===== src/rtl/wbsf_pkg.sv =====
// Shared types and constants for the superframe splitter.
// Holds the job record passed from the parser to the emitter and the frame size table.
// No dependencies.
package wbsf_pkg;

    // result kinds
    localparam logic [1:0] KIND_PKT   = 2'd0;
    localparam logic [1:0] KIND_RESET = 2'd1;
    localparam logic [1:0] KIND_END   = 2'd2;
    localparam logic [1:0] KIND_ERR   = 2'd3;

    // configuration register indexes
    localparam logic [1:0] CFG_START_TS = 2'd0;
    localparam logic [1:0] CFG_TS_STEP  = 2'd1;
    localparam logic [1:0] CFG_LOOP_LIM = 2'd2;

    localparam int CFG_WIDTH = 33;

    // header checks
    localparam logic [6:0] FT_MAX  = 7'd47;
    localparam logic [4:0] ISF_MAX = 5'd13;

    typedef enum logic [1:0] {
        PH_HDR0,
        PH_HDR1,
        PH_DATA
    } t_phase;

    // marker/error: 1 result; header pair: 2; payload byte: 1; header pair + payload: 3
    typedef enum logic [1:0] {
        JOB_MARK,
        JOB_HDR,
        JOB_DATA,
        JOB_HDR_DATA
    } t_jtype;

    typedef struct packed {
        t_jtype      jtype;
        logic [1:0]  kind;
        logic [7:0]  hdr0;
        logic [7:0]  hdr1;
        logic [7:0]  data;
        logic        last;
        logic [1:0]  fidx;
        logic [31:0] fnum;
        logic [32:0] ts;
    } t_job;

    function automatic logic [6:0] frame_size(input logic [6:0] ft);
        logic [6:0] sz;
        case (ft)
            7'd0:  sz = 7'd17;  7'd1:  sz = 7'd23;  7'd2:  sz = 7'd32;  7'd3:  sz = 7'd36;
            7'd4:  sz = 7'd40;  7'd5:  sz = 7'd46;  7'd6:  sz = 7'd50;  7'd7:  sz = 7'd58;
            7'd8:  sz = 7'd60;  7'd9:  sz = 7'd5;   7'd10: sz = 7'd34;  7'd11: sz = 7'd45;
            7'd12: sz = 7'd60;  7'd13: sz = 7'd60;  7'd14: sz = 7'd0;   7'd15: sz = 7'd0;
            7'd16: sz = 7'd26;  7'd17: sz = 7'd30;  7'd18: sz = 7'd34;  7'd19: sz = 7'd38;
            7'd20: sz = 7'd42;  7'd21: sz = 7'd48;  7'd22: sz = 7'd52;  7'd23: sz = 7'd60;
            7'd24: sz = 7'd31;  7'd25: sz = 7'd32;  7'd26: sz = 7'd35;  7'd27: sz = 7'd36;
            7'd28: sz = 7'd38;  7'd29: sz = 7'd40;  7'd30: sz = 7'd41;  7'd31: sz = 7'd43;
            7'd32: sz = 7'd45;  7'd33: sz = 7'd46;  7'd34: sz = 7'd48;  7'd35: sz = 7'd50;
            7'd36: sz = 7'd51;  7'd37: sz = 7'd53;  7'd38: sz = 7'd56;  7'd39: sz = 7'd58;
            7'd40: sz = 7'd60;  7'd41: sz = 7'd64;  7'd42: sz = 7'd65;  7'd43: sz = 7'd67;
            7'd44: sz = 7'd72;  7'd45: sz = 7'd74;  7'd46: sz = 7'd75;  7'd47: sz = 7'd80;
            default: sz = 7'd0;
        endcase
        return sz;
    endfunction

endpackage


===== src/rtl/amr_wbplus_superframe_splitter_core.sv =====
// Superframe splitter top: one data word per cycle in, one result word per cycle out, when neither side stalls.
// The first result of a word is written into the job queue, then into the output register.
// Throughput: one word per cycle each way while unstalled; a later frame's header replay adds two output
// words, which the QUEUE_DEPTH job queue soaks up until it fills, then stalls the input.
// Reset (synchronous, active low) clears parser state, counters, queue and output valid.
// Instantiates wbsf_front, wbsf_queue and wbsf_back; uses wbsf_pkg.
module amr_wbplus_superframe_splitter_core #(
    parameter int QUEUE_DEPTH = 4
) (
    input  logic                           i_clk,
    input  logic                           i_rst_n,
    input  logic                           i_valid,
    output logic                           o_stall,
    input  logic                           i_cmd,
    input  logic [7:0]                     i_stream_byte,
    input  logic                           i_cfg_we,
    input  logic [1:0]                     i_cfg_index,
    input  logic [wbsf_pkg::CFG_WIDTH-1:0] i_cfg_data,
    output logic                           o_valid,
    input  logic                           i_stall,
    output logic [1:0]                     o_kind,
    output logic [7:0]                     o_out_byte,
    output logic                           o_packet_first,
    output logic                           o_packet_last,
    output logic [1:0]                     o_frame_index,
    output logic [31:0]                    o_frame_number,
    output logic [32:0]                    o_timestamp
);

    logic           q_full;
    logic           q_valid;
    logic           push;
    logic           pop;
    wbsf_pkg::t_job push_job;
    wbsf_pkg::t_job head_job;

    assign o_stall = q_full;

    wbsf_front u_front (
        .i_clk         (i_clk),
        .i_rst_n       (i_rst_n),
        .i_valid       (i_valid),
        .i_cmd         (i_cmd),
        .i_stream_byte (i_stream_byte),
        .i_cfg_we      (i_cfg_we),
        .i_cfg_index   (i_cfg_index),
        .i_cfg_data    (i_cfg_data),
        .i_full        (q_full),
        .o_push        (push),
        .o_job         (push_job)
    );

    wbsf_queue #(
        .DEPTH (QUEUE_DEPTH)
    ) u_queue (
        .i_clk   (i_clk),
        .i_rst_n (i_rst_n),
        .i_push  (push),
        .i_job   (push_job),
        .i_pop   (pop),
        .o_full  (q_full),
        .o_valid (q_valid),
        .o_head  (head_job)
    );

    wbsf_back u_back (
        .i_clk          (i_clk),
        .i_rst_n        (i_rst_n),
        .i_head_valid   (q_valid),
        .i_head         (head_job),
        .o_pop          (pop),
        .i_stall        (i_stall),
        .o_valid        (o_valid),
        .o_kind         (o_kind),
        .o_out_byte     (o_out_byte),
        .o_packet_first (o_packet_first),
        .o_packet_last  (o_packet_last),
        .o_frame_index  (o_frame_index),
        .o_frame_number (o_frame_number),
        .o_timestamp    (o_timestamp)
    );

endmodule


===== src/rtl/wbsf_front.sv =====
// Parser front end: takes stream words, tracks superframe state, counters and
// configuration, and pushes one job per result-producing word. Uses wbsf_pkg.
module wbsf_front (
    input  logic                          i_clk,
    input  logic                          i_rst_n,
    input  logic                          i_valid,
    input  logic                          i_cmd,
    input  logic [7:0]                    i_stream_byte,
    input  logic                          i_cfg_we,
    input  logic [1:0]                    i_cfg_index,
    input  logic [wbsf_pkg::CFG_WIDTH-1:0] i_cfg_data,
    input  logic                          i_full,
    output logic                          o_push,
    output wbsf_pkg::t_job                o_job
);

    wbsf_pkg::t_phase r_phase, n_phase;
    logic [7:0]  r_hdr0, n_hdr0;
    logic [5:0]  r_hdr1, n_hdr1;
    logic [6:0]  r_bytes_left, n_bytes_left;
    logic [6:0]  r_flen, n_flen;
    logic [2:0]  r_frames_left, n_frames_left;
    logic [1:0]  r_pos, n_pos;
    logic [31:0] r_count, n_count;
    logic [32:0] r_time, n_time;
    logic [15:0] r_loops, n_loops;
    logic [15:0] r_step, n_step;
    logic [16:0] r_limit, n_limit;

    logic        accept;
    logic [6:0]  ft;
    logic        hdr_bad;
    logic [6:0]  flen;
    logic        single;
    logic        is_reset;
    logic [32:0] time_adv;
    logic [6:0]  bl_dec;
    logic [2:0]  fl_dec;

    assign accept   = i_valid && !i_full;
    assign ft       = r_hdr0[6:0];
    assign hdr_bad  = (ft > wbsf_pkg::FT_MAX) || (i_stream_byte[4:0] > wbsf_pkg::ISF_MAX);
    assign flen     = wbsf_pkg::frame_size(ft);
    assign single   = ft inside {[7'd0:7'd9], 7'd14, 7'd15};
    assign is_reset = r_limit[16] || ({1'b0, r_loops} < r_limit);
    assign time_adv = r_time + 33'(r_step);
    assign bl_dec   = (r_bytes_left != 7'd0) ? r_bytes_left - 7'd1 : r_bytes_left;
    assign fl_dec   = (r_frames_left != 3'd0) ? r_frames_left - 3'd1 : r_frames_left;

    // next state
    always_comb begin
        n_phase       = r_phase;
        n_hdr0        = r_hdr0;
        n_hdr1        = r_hdr1;
        n_bytes_left  = r_bytes_left;
        n_flen        = r_flen;
        n_frames_left = r_frames_left;
        n_pos         = r_pos;
        n_count       = r_count;
        n_time        = r_time;
        n_loops       = r_loops;
        n_step        = r_step;
        n_limit       = r_limit;

        if (accept) begin
            if (i_cmd) begin
                if (is_reset) begin
                    n_loops = r_loops + 16'd1;
                end
                n_count       = r_count + 32'd1;
                n_time        = time_adv;
                n_phase       = wbsf_pkg::PH_HDR0;
                n_bytes_left  = 7'd0;
                n_frames_left = 3'd0;
                n_pos         = 2'd0;
            end else begin
                case (r_phase)
                    wbsf_pkg::PH_HDR0: begin
                        n_hdr0  = i_stream_byte;
                        n_phase = wbsf_pkg::PH_HDR1;
                    end
                    wbsf_pkg::PH_HDR1: begin
                        n_hdr1  = i_stream_byte[5:0];
                        n_phase = wbsf_pkg::PH_HDR0;
                        if (!hdr_bad) begin
                            n_flen        = flen;
                            n_frames_left = single ? 3'd1 : 3'd4;
                            n_pos         = 2'd0;
                            if (flen == 7'd0) begin
                                n_count       = r_count + 32'd1;
                                n_time        = time_adv;
                                n_frames_left = 3'd0;
                            end else begin
                                n_bytes_left = flen;
                                n_phase      = wbsf_pkg::PH_DATA;
                            end
                        end
                    end
                    wbsf_pkg::PH_DATA: begin
                        n_bytes_left = bl_dec;
                        if (bl_dec == 7'd0) begin
                            // frame done: advance counters, then start the next frame or go back to the header
                            n_count       = r_count + 32'd1;
                            n_time        = time_adv;
                            n_pos         = r_pos + 2'd1;
                            n_frames_left = fl_dec;
                            if (fl_dec == 3'd0) begin
                                n_phase = wbsf_pkg::PH_HDR0;
                                n_pos   = 2'd0;
                            end else begin
                                n_bytes_left = r_flen;
                            end
                        end
                    end
                    default: begin
                        n_phase = wbsf_pkg::PH_HDR0;
                    end
                endcase
            end
        end

        if (i_cfg_we) begin
            case (i_cfg_index)
                wbsf_pkg::CFG_START_TS: n_time  = i_cfg_data;
                wbsf_pkg::CFG_TS_STEP:  n_step  = i_cfg_data[15:0];
                wbsf_pkg::CFG_LOOP_LIM: n_limit = i_cfg_data[16:0];
                default: ;
            endcase
        end
    end

    // job outputs
    always_comb begin
        o_push     = accept && (i_cmd || (r_phase != wbsf_pkg::PH_HDR0));
        o_job.kind = wbsf_pkg::KIND_PKT;
        o_job.hdr0 = r_hdr0;
        o_job.hdr1 = {r_pos, r_hdr1};
        o_job.data = i_stream_byte;
        o_job.last = 1'b0;
        o_job.fidx = 2'd0;
        o_job.fnum = r_count;
        o_job.ts   = r_time;
        o_job.jtype = wbsf_pkg::JOB_MARK;
        if (i_cmd) begin
            o_job.kind = is_reset ? wbsf_pkg::KIND_RESET : wbsf_pkg::KIND_END;
        end else begin
            case (r_phase)
                wbsf_pkg::PH_HDR1: begin
                    if (hdr_bad) begin
                        o_job.kind = wbsf_pkg::KIND_ERR;
                    end else begin
                        o_job.jtype = wbsf_pkg::JOB_HDR;
                        o_job.hdr1  = {2'b00, i_stream_byte[5:0]};
                        o_job.last  = (flen == 7'd0);
                    end
                end
                wbsf_pkg::PH_DATA: begin
                    o_job.fidx  = r_pos;
                    o_job.last  = (r_bytes_left <= 7'd1);
                    o_job.jtype = ((r_bytes_left == r_flen) && (r_pos != 2'd0)) ?
                                  wbsf_pkg::JOB_HDR_DATA : wbsf_pkg::JOB_DATA;
                end
                default: ;
            endcase
        end
    end

    always_ff @(posedge i_clk) begin
        if (!i_rst_n) begin
            r_phase       <= wbsf_pkg::PH_HDR0;
            r_hdr0        <= 8'd0;
            r_hdr1        <= 6'd0;
            r_bytes_left  <= 7'd0;
            r_flen        <= 7'd0;
            r_frames_left <= 3'd0;
            r_pos         <= 2'd0;
            r_count       <= 32'd0;
            r_time        <= 33'd0;
            r_loops       <= 16'd0;
            r_step        <= 16'd3600;
            r_limit       <= 17'd0;
        end else begin
            r_phase       <= n_phase;
            r_hdr0        <= n_hdr0;
            r_hdr1        <= n_hdr1;
            r_bytes_left  <= n_bytes_left;
            r_flen        <= n_flen;
            r_frames_left <= n_frames_left;
            r_pos         <= n_pos;
            r_count       <= n_count;
            r_time        <= n_time;
            r_loops       <= n_loops;
            r_step        <= n_step;
            r_limit       <= n_limit;
        end
    end

    a_data_has_work: assert property (@(posedge i_clk) disable iff (!i_rst_n)
        (r_phase == wbsf_pkg::PH_DATA) |-> (r_bytes_left != 7'd0) && (r_frames_left != 3'd0))
        else $error("payload phase with no bytes or frames left");

    a_frames_bound: assert property (@(posedge i_clk) disable iff (!i_rst_n)
        r_frames_left <= 3'd4)
        else $error("frame count out of range");

endmodule


===== src/rtl/wbsf_queue.sv =====
// Short job queue between parser and emitter, register based.
// Uses wbsf_pkg for the job record.
module wbsf_queue #(
    parameter int DEPTH = 4
) (
    input  logic           i_clk,
    input  logic           i_rst_n,
    input  logic           i_push,
    input  wbsf_pkg::t_job i_job,
    input  logic           i_pop,
    output logic           o_full,
    output logic           o_valid,
    output wbsf_pkg::t_job o_head
);

    localparam int PW = (DEPTH > 1) ? $clog2(DEPTH) : 1;
    localparam int CW = $clog2(DEPTH + 1);

    wbsf_pkg::t_job r_mem [DEPTH];
    logic [PW-1:0] r_wr, n_wr;
    logic [PW-1:0] r_rd, n_rd;
    logic [CW-1:0] r_cnt, n_cnt;

    assign o_full  = (r_cnt == CW'(DEPTH));
    assign o_valid = (r_cnt != '0);
    assign o_head  = r_mem[r_rd];

    always_comb begin
        n_wr = r_wr;
        n_rd = r_rd;
        if (i_push) begin
            n_wr = (r_wr == PW'(DEPTH - 1)) ? '0 : r_wr + 1'b1;
        end
        if (i_pop) begin
            n_rd = (r_rd == PW'(DEPTH - 1)) ? '0 : r_rd + 1'b1;
        end
        case ({i_push, i_pop})
            2'b10:   n_cnt = r_cnt + 1'b1;
            2'b01:   n_cnt = r_cnt - 1'b1;
            default: n_cnt = r_cnt;
        endcase
    end

    always_ff @(posedge i_clk) begin
        if (i_push) begin
            r_mem[r_wr] <= i_job;
        end
    end

    always_ff @(posedge i_clk) begin
        if (!i_rst_n) begin
            r_wr  <= '0;
            r_rd  <= '0;
            r_cnt <= '0;
        end else begin
            r_wr  <= n_wr;
            r_rd  <= n_rd;
            r_cnt <= n_cnt;
        end
    end

    a_no_overflow: assert property (@(posedge i_clk) disable iff (!i_rst_n)
        i_push |-> !o_full)
        else $error("push into full queue");

    a_no_underflow: assert property (@(posedge i_clk) disable iff (!i_rst_n)
        i_pop |-> o_valid)
        else $error("pop from empty queue");

endmodule


===== src/rtl/wbsf_back.sv =====
// Emitter back end: expands each queued job into one to three result words
// and holds them in the output register. Uses wbsf_pkg.
module wbsf_back (
    input  logic           i_clk,
    input  logic           i_rst_n,
    input  logic           i_head_valid,
    input  wbsf_pkg::t_job i_head,
    output logic           o_pop,
    input  logic           i_stall,
    output logic           o_valid,
    output logic [1:0]     o_kind,
    output logic [7:0]     o_out_byte,
    output logic           o_packet_first,
    output logic           o_packet_last,
    output logic [1:0]     o_frame_index,
    output logic [31:0]    o_frame_number,
    output logic [32:0]    o_timestamp
);

    logic        r_valid;
    logic [1:0]  r_sub, n_sub;
    logic [1:0]  r_kind;
    logic [7:0]  r_byte;
    logic        r_first;
    logic        r_last;
    logic [1:0]  r_fidx;
    logic [31:0] r_fnum;
    logic [32:0] r_ts;

    logic        load;
    logic        job_end;
    logic [1:0]  last_sub;
    logic [1:0]  slot;
    logic [7:0]  s_byte;
    logic        s_first;
    logic        s_last;

    assign load = i_head_valid && (!r_valid || !i_stall);

    // pick the word for the current slot of the head job
    always_comb begin
        case (i_head.jtype)
            wbsf_pkg::JOB_HDR:      last_sub = 2'd1;
            wbsf_pkg::JOB_HDR_DATA: last_sub = 2'd2;
            default:                last_sub = 2'd0;
        endcase
        slot    = (i_head.jtype == wbsf_pkg::JOB_DATA) ? 2'd2 : r_sub;
        job_end = (r_sub == last_sub);
        case (slot)
            2'd0:    s_byte = i_head.hdr0;
            2'd1:    s_byte = i_head.hdr1;
            default: s_byte = i_head.data;
        endcase
        s_first = (slot == 2'd0);
        s_last  = job_end && i_head.last;
        if (i_head.jtype == wbsf_pkg::JOB_MARK) begin
            s_byte  = 8'd0;
            s_first = 1'b1;
            s_last  = 1'b1;
        end
        o_pop = load && job_end;
        n_sub = r_sub;
        if (load) begin
            n_sub = job_end ? 2'd0 : r_sub + 2'd1;
        end
    end

    always_ff @(posedge i_clk) begin
        if (load) begin
            r_kind  <= i_head.kind;
            r_byte  <= s_byte;
            r_first <= s_first;
            r_last  <= s_last;
            r_fidx  <= i_head.fidx;
            r_fnum  <= i_head.fnum;
            r_ts    <= i_head.ts;
        end
    end

    always_ff @(posedge i_clk) begin
        if (!i_rst_n) begin
            r_valid <= 1'b0;
            r_sub   <= 2'd0;
        end else begin
            r_sub <= n_sub;
            if (load) begin
                r_valid <= 1'b1;
            end else if (!i_stall) begin
                r_valid <= 1'b0;
            end
        end
    end

    assign o_valid        = r_valid;
    assign o_kind         = r_kind;
    assign o_out_byte     = r_byte;
    assign o_packet_first = r_first;
    assign o_packet_last  = r_last;
    assign o_frame_index  = r_fidx;
    assign o_frame_number = r_fnum;
    assign o_timestamp    = r_ts;

    a_mid_job_held: assert property (@(posedge i_clk) disable iff (!i_rst_n)
        (r_sub != 2'd0) |-> i_head_valid && (r_sub <= last_sub))
        else $error("job left the queue before all words went out");

endmodule


===== config.mk =====
export PLATFORM = sky130hd
export DESIGN_NAME = amr_wbplus_superframe_splitter_core
export DESIGN_NICKNAME = d
export VERILOG_FILES = /design/src/rtl/wbsf_pkg.sv /design/src/rtl/amr_wbplus_superframe_splitter_core.sv /design/src/rtl/wbsf_front.sv /design/src/rtl/wbsf_queue.sv /design/src/rtl/wbsf_back.sv
export SDC_FILE = /design/constraint.sdc
export NUM_CORES = 1
export LEC_CHECK = 0
export BUFFER_PORTS_ARGS = -buffer_cell sky130_fd_sc_hd__clkbuf_2
export CAP_MARGIN = 40
export CORE_AREA = 2 2 243 245
export DETAILED_ROUTE_END_ITERATION = 10
export DIE_AREA = 0 0 245 247
export GPL_TIMING_DRIVEN = 1
export SLEW_MARGIN = 20
export SYNTH_ARGS = -nofsm -noshare
export SYNTH_HDL_FRONTEND = slang
export SYNTH_SLANG_ARGS = --single-unit

===== constraint.sdc =====
create_clock -name i_clk -period 10.6 [get_ports i_clk]
set_input_delay 1.59 -clock i_clk [delete_from_list [all_inputs] [get_ports i_clk]]
set_output_delay 1.59 -clock i_clk [all_outputs]
set_load 0.05 [all_outputs]

[Word level (Yosys, flattened, before mapping)]
Memories as Yosys holds them, arrays and structs flattened. A register that Yosys moved wholly into a read port is not among the register bits.
Cells that the tools add are included.
Word-level totals
  bits in registers: 238
  bits in latches: 0
  memories kept: 2
  bits of input ports: 49
  memory bits (read-only): 448
  word-level logic and storage cells: 176
  bits in writable memories: 384
Memories
  (name not given): depth 64, width 7, read ports 1, clocked after memory_dff 1, wr ports 0, line wbsf_pkg.sv:51  | case (ft)
  u_queue.r_mem: depth 4, width 96, read ports 1, clocked after memory_dff 1, wr ports 1, line wbsf_queue.sv:19  | wbsf_pkg::t_job r_mem [DEPTH];
Cells by class
  add/sub/neg operators: 11
  muxes and demuxes: 69
  multipliers: 0
  equality and inequality tests: 23
  div/mod/pow operators: 0
  shift-type cells: 0
  bitwise logic cells: 2
  reduce and logical (&&, ||, !) cells: 39
  $lt $le $gt $ge: 6
Operators with widths (count)
  $mux 33: 7
  $mux 32: 4
  $pmux 33 s2: 1
  $pmux 32 s2: 1
  $mux 7: 7
  $mux 2: 21
  $add 33x16->33: 1
  $add 32x1->32 const B: 1
  $mux 8: 3
  $mux 3: 7
  $lt 16x17->1: 1
  $add 16x1->16 const B: 1
  $pmux 8 s2: 1
  $eq 2x2->1 const B: 7
  $eq 7x4->1 const B: 2
  $logic_not 7->1: 2
  $pmux 7 s2: 1
  $mux 6: 2
  $pmux 2 s2: 3
  $pmux 3 s2: 2
  $reduce_and 3->1: 4
  $reduce_and 4->1: 3
  $reduce_bool 3->1: 4
  $eq 2x1->1 const B: 5
  28 further kinds: 59

[Longest topological paths before layout]
Gate-level depths: netlist of the first run.
  word-level depth: 9
  gate-level depth with buffers: 13
  gate-level depth less buffers: 12

[Modules after synthesis]
A second synthesis of the first run with hierarchy kept.
Unflattened totals
  cells, all modules: 1889
  area, all modules: 26790.7 sq um
Modules (own cells, without submodules)
  wbsf_queue: area an instance 14315.0 sq um, times used 1, seq. area each 11711.2 sq um, cells each 545
  wbsf_front: area an instance 9608.0 sq um, times used 1, seq. area each 3123.0 sq um, cells each 1198
  wbsf_back: area an instance 2867.8 sq um, times used 1, seq. area each 2432.3 sq um, cells each 146

[Least setup slack after synthesis of the first run]
OpenSTA, ideal clock, no wires.
  kind: input-to-reg
  start point: in i_valid
  end point: mem u_queue.r_mem[0][0] in the netlist's numbering, enable pin
  path buffers: 1
  cell stages on the path: 4
  data arrival time: 4.577 ns
  required time: 10.134 ns
  setup slack: 5.556 ns
  library setup time: 0.466 ns
  path through: inv_1 nor2_1 clkbuf_1 and3_1
Between the ends
  word-level cells in the longest chain between the ends: 4
RTL lines
  from (decl): line amr_wbplus_superframe_splitter_core.sv:12  | input logic i_valid,
  $logic_and 1x1->1: line wbsf_front.sv:40  | assign accept = i_valid && !i_full;
  $logic_and 1x1->1: line wbsf_front.sv:134  | o_push = accept && (i_cmd || (r_phase != wbsf_pkg::PH_HDR0));
  $mux 1: line wbsf_queue.sv:45  | if (i_push) begin
  $mux 1 (implied by the code): line wbsf_queue.sv:46  | r_mem[r_wr] <= i_job;
  to (decl): line wbsf_queue.sv:19
No other way between the ends.

==> impl_metrics.ini, run 1 <==
[yosys]
synthCells = 1915
synth_nets = 2021
synth.largest_area_cell = edfxtp_1
avgSynthCellArea_sq_um = 13.8
syn-cell-area_sq_um = 26400
yosys_warnings = 0
synth_cell_types = 84
ys_ff_latch = 631
synth_edf_count = 463
synth_flop_cell = edfxtp_1
async_flop_share = 0
yosysSeqAreaShare = 0.653
synth_area_leaders = edfxtp_1, dfxtp_1, mux4_2
synth_top_area_frac = 0.526

[setup_path]
cpMostUsedCell = nand2b_1
critPathMaxStageDelay_ns = 0.58
cp-end-kind = flip-flop
path_delay_family = buffers and inverters
reg2reg_to = u_front.r_loops[6]$_SDFFE_PN0P_
start_kind = primary input
reg2reg_from = u_front.r_loops[2]$_SDFFE_PN0P_
critPathKind = primary input to flip-flop
crit_chain = clkbuf_2 > nand2b_1 > nor3_2 > buf_4 > mux2i_1 > inv_1 > ha_1 > nand2b_1 > a21oi_1 > o21ai_0 > a31o_2
cp.required_ns = 11.09
arrival_ns = 4.41
cp_num_buf_inv = 3
slowest_stage = mux2i_1
rrSetupSlack_ns = 7.06
r2r_cells = 8
cp_max_fo = 15

[detailed_routing]
wirelength_um = 59300
drt-initial-drc-count = 1207
drc = 0
wire_per_inst_um = 20.6
antenna_left = 0
vias = 16372
drt_pre_antenna_iters = 5
vias_per_cell = 5.68

[power]
swShare = 0.323
pwr-share-comb = 0.241
leakage_nw = 10.3
irDropWorstVdd_v = 0.000213
pwr-share-clk = 0.322
total_power_mw = 7.41
p_sw_mw = 2.39
p_int_mw = 5.01
p_seq_frac = 0.437
power_density_nw_per_um2 = 244

[hold_path]
min_to = u_front.r_limit[0]$_SDFFE_PN0P_
min_path_cells = 2
min-delay-start = u_front.r_limit[0]$_SDFFE_PN0P_
hp-class = flip-flop to flip-flop

[die]
initial_utilization = 0.454
die_h_um = 247
rows = 89
die-area_sq_um = 60500
ios = 130
fp.dieW_um = 245
coreArea_sq_um = 58200

[layout]
nNetsFinal = 2161
final_common_cell = edfxtp_1
antennaDiodeCount = 0
area_delta_synth_final_pct = 15.0
fillerInstances = 4896
layout_common_cells = edfxtp_1, nand2_1, dfxtp_1, a21oi_1, clkbuf_2
drive_gt1_frac = 0.195
layout.cells.non_filler = 2882
final_util = 0.522

[cts]
cts_setup_buffers = 0
numCtsBuffers = 67
htreeDepth = 3
cts_tree = built
clk_path_buf_depth = 3
clk_latency_ns = 0.60
clock_sinks = 631
clk_pin_slew_worst_paths_ns = 0.06
cts_hold_buf = 0
cts.repair.resized = 0
cts_root_buf = clkbuf_16

[run_status]
outcome = completed

[sta]
fin_skew_ns = 0.0194
fin_crit_ns = 3.91
slew_violations = 0
fmax_ghz = 0.256
hold_viol_final = 0
finalSetupTns_ns = 0
period_share = 0.369
worst_pin_slew_ns = 0.844
grt_setup_unrepaired = false
slew_headroom = 0.433
setup_viol = 0

[grt]
grt_pass1_wl_um = 92700
grt.overflow.total = 0
grt_max_degree = 74
grt_pass1_vias = 16163
grt_antenna_before_repair = 0
grt_util_all_layers = 0.198

[placement]
dp.cells = 2753
dp.final_hpwl_um = 38000
place_congestion = 0.827
numPortBuffers = 129

[run]
maxCapViolations = 0
## synth_stat cells (all sizes together), types with 10 or more instances
cell type / count
or3: 25
edfxtp: 463
or4: 12
xor2: 16
a221oi: 17
o2111ai: 10
clkbuf: 75
nand3: 59
o21ai: 90
nand3b: 14
a31oi: 17
mux2i: 10
mux4: 96
nor4: 10
and3: 22
nor3: 34
buf: 22
nand4: 12
inv: 63
o31ai: 12
dfxtp: 168
nand2: 190
and2: 10
nor2: 89
mux2: 10
ha: 55
a21o: 10
a21oi: 155
xnor2: 29
## cell type report
cell class              count  area, sq um  area share
repair buffers            168         1100      0.0361
clock buffers              84         1830      0.0603
clock inverters            39          434      0.0143
inverters                  65          248     0.00815
flip-flops and latches    631        17300       0.568
multi-input cells        1122         8560       0.282
well taps                 773          967      0.0318
## tightest hold or removal path, delay by kind of cell, from the launching register on
family / cells / cell delay [ns]
and+or+nand+nor: 1 / 0.05
AOI/OAI and AO/OA: 1 / 0.05
DFF: 1 / 0.30
## stage by stage
| stage | worst slack [ns] | hold WS, ns | cell area (sq um) |
|---|---|---|---|
| finish | 6.69 | 0.451 | 30400 |
| global route | 6.47 | 0.474 | 30400 |
| CTS | 6.67 | 0.454 | 30300 |
| detailed placement | 6.04 | 0.447 | 28100 |
| global placement | 5.76 | 0.444 | 27900 |
| floorplan | 5.56 | 0.432 | 26400 |
## cell families (layout without fill, tap and decap cells)
| group | Yosys count | count (layout) | share of synthesized area |
|---|---|---|---|
| mux | 116 | 116 | 0.0898 |
| xor+xnor | 45 | 45 | 0.0149 |
| flops | 631 | 631 | 0.653 |
| fa+ha+maj | 57 | 57 | 0.0275 |
| buf+inv | 162 | 356 | 0.0247 |
| compound gates | 395 | 395 | 0.0948 |
| simple gates | 509 | 509 | 0.0954 |
## layer usage
layer / GRT usage / vias to the layer above / wire length (um)
met1: 0.267 / 8250 / 26200
met5: 0 / - / 0
met4: 0.0651 / 0 / 1170
li1: - / 7675 / -
met3: 0.0259 / 78 / 2530
met2: 0.333 / 369 / 29400
## worst max path at each step
stage          startpoint                             to  slack (ns)  cells past startpoint
2_1_floorplan     i_valid  u_queue.r_mem[0][0]$_DFFE_PP_        5.56                      4
3_3_place_gp        i_cmd                      flip-flop        5.76                     11
3_5_place_dp      i_rst_n                      flip-flop        6.04                     10
4_1_cts           i_rst_n                      flip-flop        6.67                     10
5_1_grt             i_cmd                      flip-flop        6.47                     11
6_report            i_cmd                      flip-flop        6.69                     11
## flip-flops by register name (all words and copies together), names as in the netlist, 8 cells and up, named ones only
signal	flops
u_back.o_timestamp	33
u_front.r_time	33
u_back.o_frame_number	32
u_front.r_limit	17
u_front.r_step	16
u_front.r_count	32
u_queue.r_mem	384
u_back.o_out_byte	8
u_front.r_loops	16
u_front.r_hdr0	8
## power by group through the flow
| stage | clock network [mW] | logic [mW] | registers, mW |
|---|---|---|---|
| final | 2.39 | 1.78 | 3.24 |
| after global routing | 2.54 | 1.91 | 3.27 |
| after CTS | 2.44 | 1.80 | 3.25 |
| after detailed placement | 0 | 1.80 | 3.30 |
| after global placement | 0 | 1.76 | 3.29 |
| after floorplan | 0 | 0.796 | 3.80 |
Note: power is estimated with default switching activity, not from simulation.
==> inputs of run 2 (changes only) <==
clock period = 4 ns   (was 10.6 ns; I/O delays follow)
==> impl_metrics.ini, run 2 (synthesis gave the netlist of run 1 again) <==
[layout]
area_delta_synth_final_pct = 14.9
largest_reg_flops = 384
layout.cells.non_filler = 2887
top_register = u_queue.r_mem
final_common_cell = edfxtp_1
fin_area_sq_um = 30400
nNetsFinal = 2167
drive_gt1_frac = 0.197
layout_common_cells = edfxtp_1, nand2_1, dfxtp_1, a21oi_1, clkbuf_2

[sta]
fmax_ghz = 0.288
worst_pin_slew_ns = 0.807
setup_viol = 0
hold_viol_final = 0
period_share = 0.869
fin_crit_ns = 3.48
hold_ws_ns = 0.248
slew_violations = 0
fin_skew_ns = 0.0274
grt_setup_unrepaired = false
layout_setup_ws_ns = 0.524
finalSetupTns_ns = 0
slew_headroom = 0.462

[die]
coreArea_sq_um = 58200
die-area_sq_um = 60500
ios = 130
die_h_um = 247
rows = 89
fp.dieW_um = 245
initial_utilization = 0.454

[power]
pwr-share-clk = 0.322
swShare = 0.319
p_int_mw = 13.3
leakage_nw = 10.3
irDropWorstVdd_v = 0.000495
p_seq_frac = 0.433
p_sw_mw = 6.25
pwr-share-comb = 0.246
power_density_nw_per_um2 = 644

[hold_path]
min-delay-start = i_cfg_data[3]
hp-class = primary input to flip-flop
min_to = u_front.r_step[3]$_SDFFE_PN0P_
min_path_cells = 3

[cts]
cts.repair.resized = 0
cts_root_buf = clkbuf_16
cts_tree = built
cts_hold_buf = 0
cts_setup_buffers = 0
clk_latency_ns = 0.60
htreeDepth = 3
clk_pin_slew_worst_paths_ns = 0.06
numCtsBuffers = 67
clock_sinks = 631
clk_path_buf_depth = 3

[setup_path]
start_kind = flip-flop
cp-end-kind = flip-flop
r2r_cells = 10
cp.required_ns = 4.53
reg2reg_to = u_front.r_time[26]$_SDFF_PN0_
rrSetupSlack_ns = 0.52
critPathKind = flip-flop to flip-flop
cp_max_fo = 12
reg2reg_from = u_front.r_bytes_left[0]$_SDFFE_PN0P_
arrival_ns = 4.01

[detailed_routing]
drt-initial-drc-count = 1057
antenna_left = 0
vias_per_cell = 5.67
drt_pre_antenna_iters = 5
wirelength_um = 58400
wire_per_inst_um = 20.2
vias = 16376
drc = 0

[run_status]
outcome = completed

[placement]
dp.cells = 2761
place_area_sq_um = 28100
dp.final_hpwl_um = 37100
numPortBuffers = 129
place_congestion = 0.841
place_ws_ns = 0.564

[grt]
grt_util_all_layers = 0.195
grt.overflow.total = 0
grt_pass1_vias = 16231
grt_antenna_before_repair = 1
grt_pass1_wl_um = 91600
grt_max_degree = 64

[run]
maxCapViolations = 0
run 2: cell count changes in the layout (fill, tap and decap cells not counted), moves of 2 or more:
cell	delta
buf_12	+2
buf_16	-3
buf_4	+10
clkbuf_1	+6
clkinv_1	-6
clkinv_2	+3
clkinv_4	-2
clkinv_8	-2
run 2: worst max-delay path by stage:
stage / from / to / depth (start not counted)
after floorplan: u_queue.r_cnt[2]$_SDFFE_PN0P_ / u_queue.r_mem[3][0]$_DFFE_PP_ / 4
after global placement: u_front.r_loops[2]$_SDFFE_PN0P_ / u_front.r_loops[5]$_SDFFE_PN0P_ / 8
after detailed placement: u_front.r_bytes_left[0]$_SDFFE_PN0P_ / u_front.r_time[26]$_SDFF_PN0_ / 10
after CTS: u_front.r_bytes_left[0]$_SDFFE_PN0P_ / u_front.r_time[26]$_SDFF_PN0_ / 10
after global routing: u_front.r_limit[12]$_SDFFE_PN0P_ / u_front.r_loops[10]$_SDFFE_PN0P_ / 9
final: u_front.r_bytes_left[0]$_SDFFE_PN0P_ / u_front.r_time[26]$_SDFF_PN0_ / 10
run 2: routing by layer:
| metal | GRT usage | up-vias | part of all wire |
|---|---|---|---|
| li1 | - | 7687 | - |
| met5 | 0 | - | 0 |
| met2 | 0.324 | 377 | 0.48 |
| met4 | 0.0586 | 0 | 0.021 |
| met1 | 0.266 | 8226 | 0.45 |
| met3 | 0.0306 | 86 | 0.047 |
run 2: worst max-delay path: stages (launching register included):
cell and delay (ns):
dfxtp_1 0.39, inv_1 0.15, ha_1 0.26, or3b_4 0.43
or3_4 0.36, a2111oi_4 0.34, buf_4 0.27, a31oi_1 0.24
or3_1 0.44, o311ai_0 0.33, a21bo_2 0.18
run 2: layout make-up:
| class | instances | area [sq um] |
|---|---|---|
| well taps | 773 | 967 |
| flip-flops and latches | 631 | 17300 |
| inverters | 65 | 250 |
| fillers | 4833 | 27800 |
| multi-input cells | 1122 | 8560 |
| diodes | 1 | 2.50 |
| clock inverters | 32 | 394 |
| clock buffers | 89 | 1840 |
| repair buffers | 174 | 1100 |
run 2: power by group through the flow:
stage / Clock, mW / Combinational, mW / Sequential, mW
after floorplan: 0 / 2.12 / 10.0
after global placement: 0 / 4.81 / 8.59
after detailed placement: 0 / 4.86 / 8.62
after CTS: 6.44 / 4.87 / 8.49
after global routing: 6.70 / 5.15 / 8.56
final: 6.30 / 4.81 / 8.48
run 2: per-stage QoR:
stage | total power [mW] | util
global placement | 13.4 | 0.482
finish | 19.6 | 0.522
detailed placement | 13.5 | 0.482
global route | 20.4 | 0.522
CTS | 19.8 | 0.521
floorplan | 12.1 | -
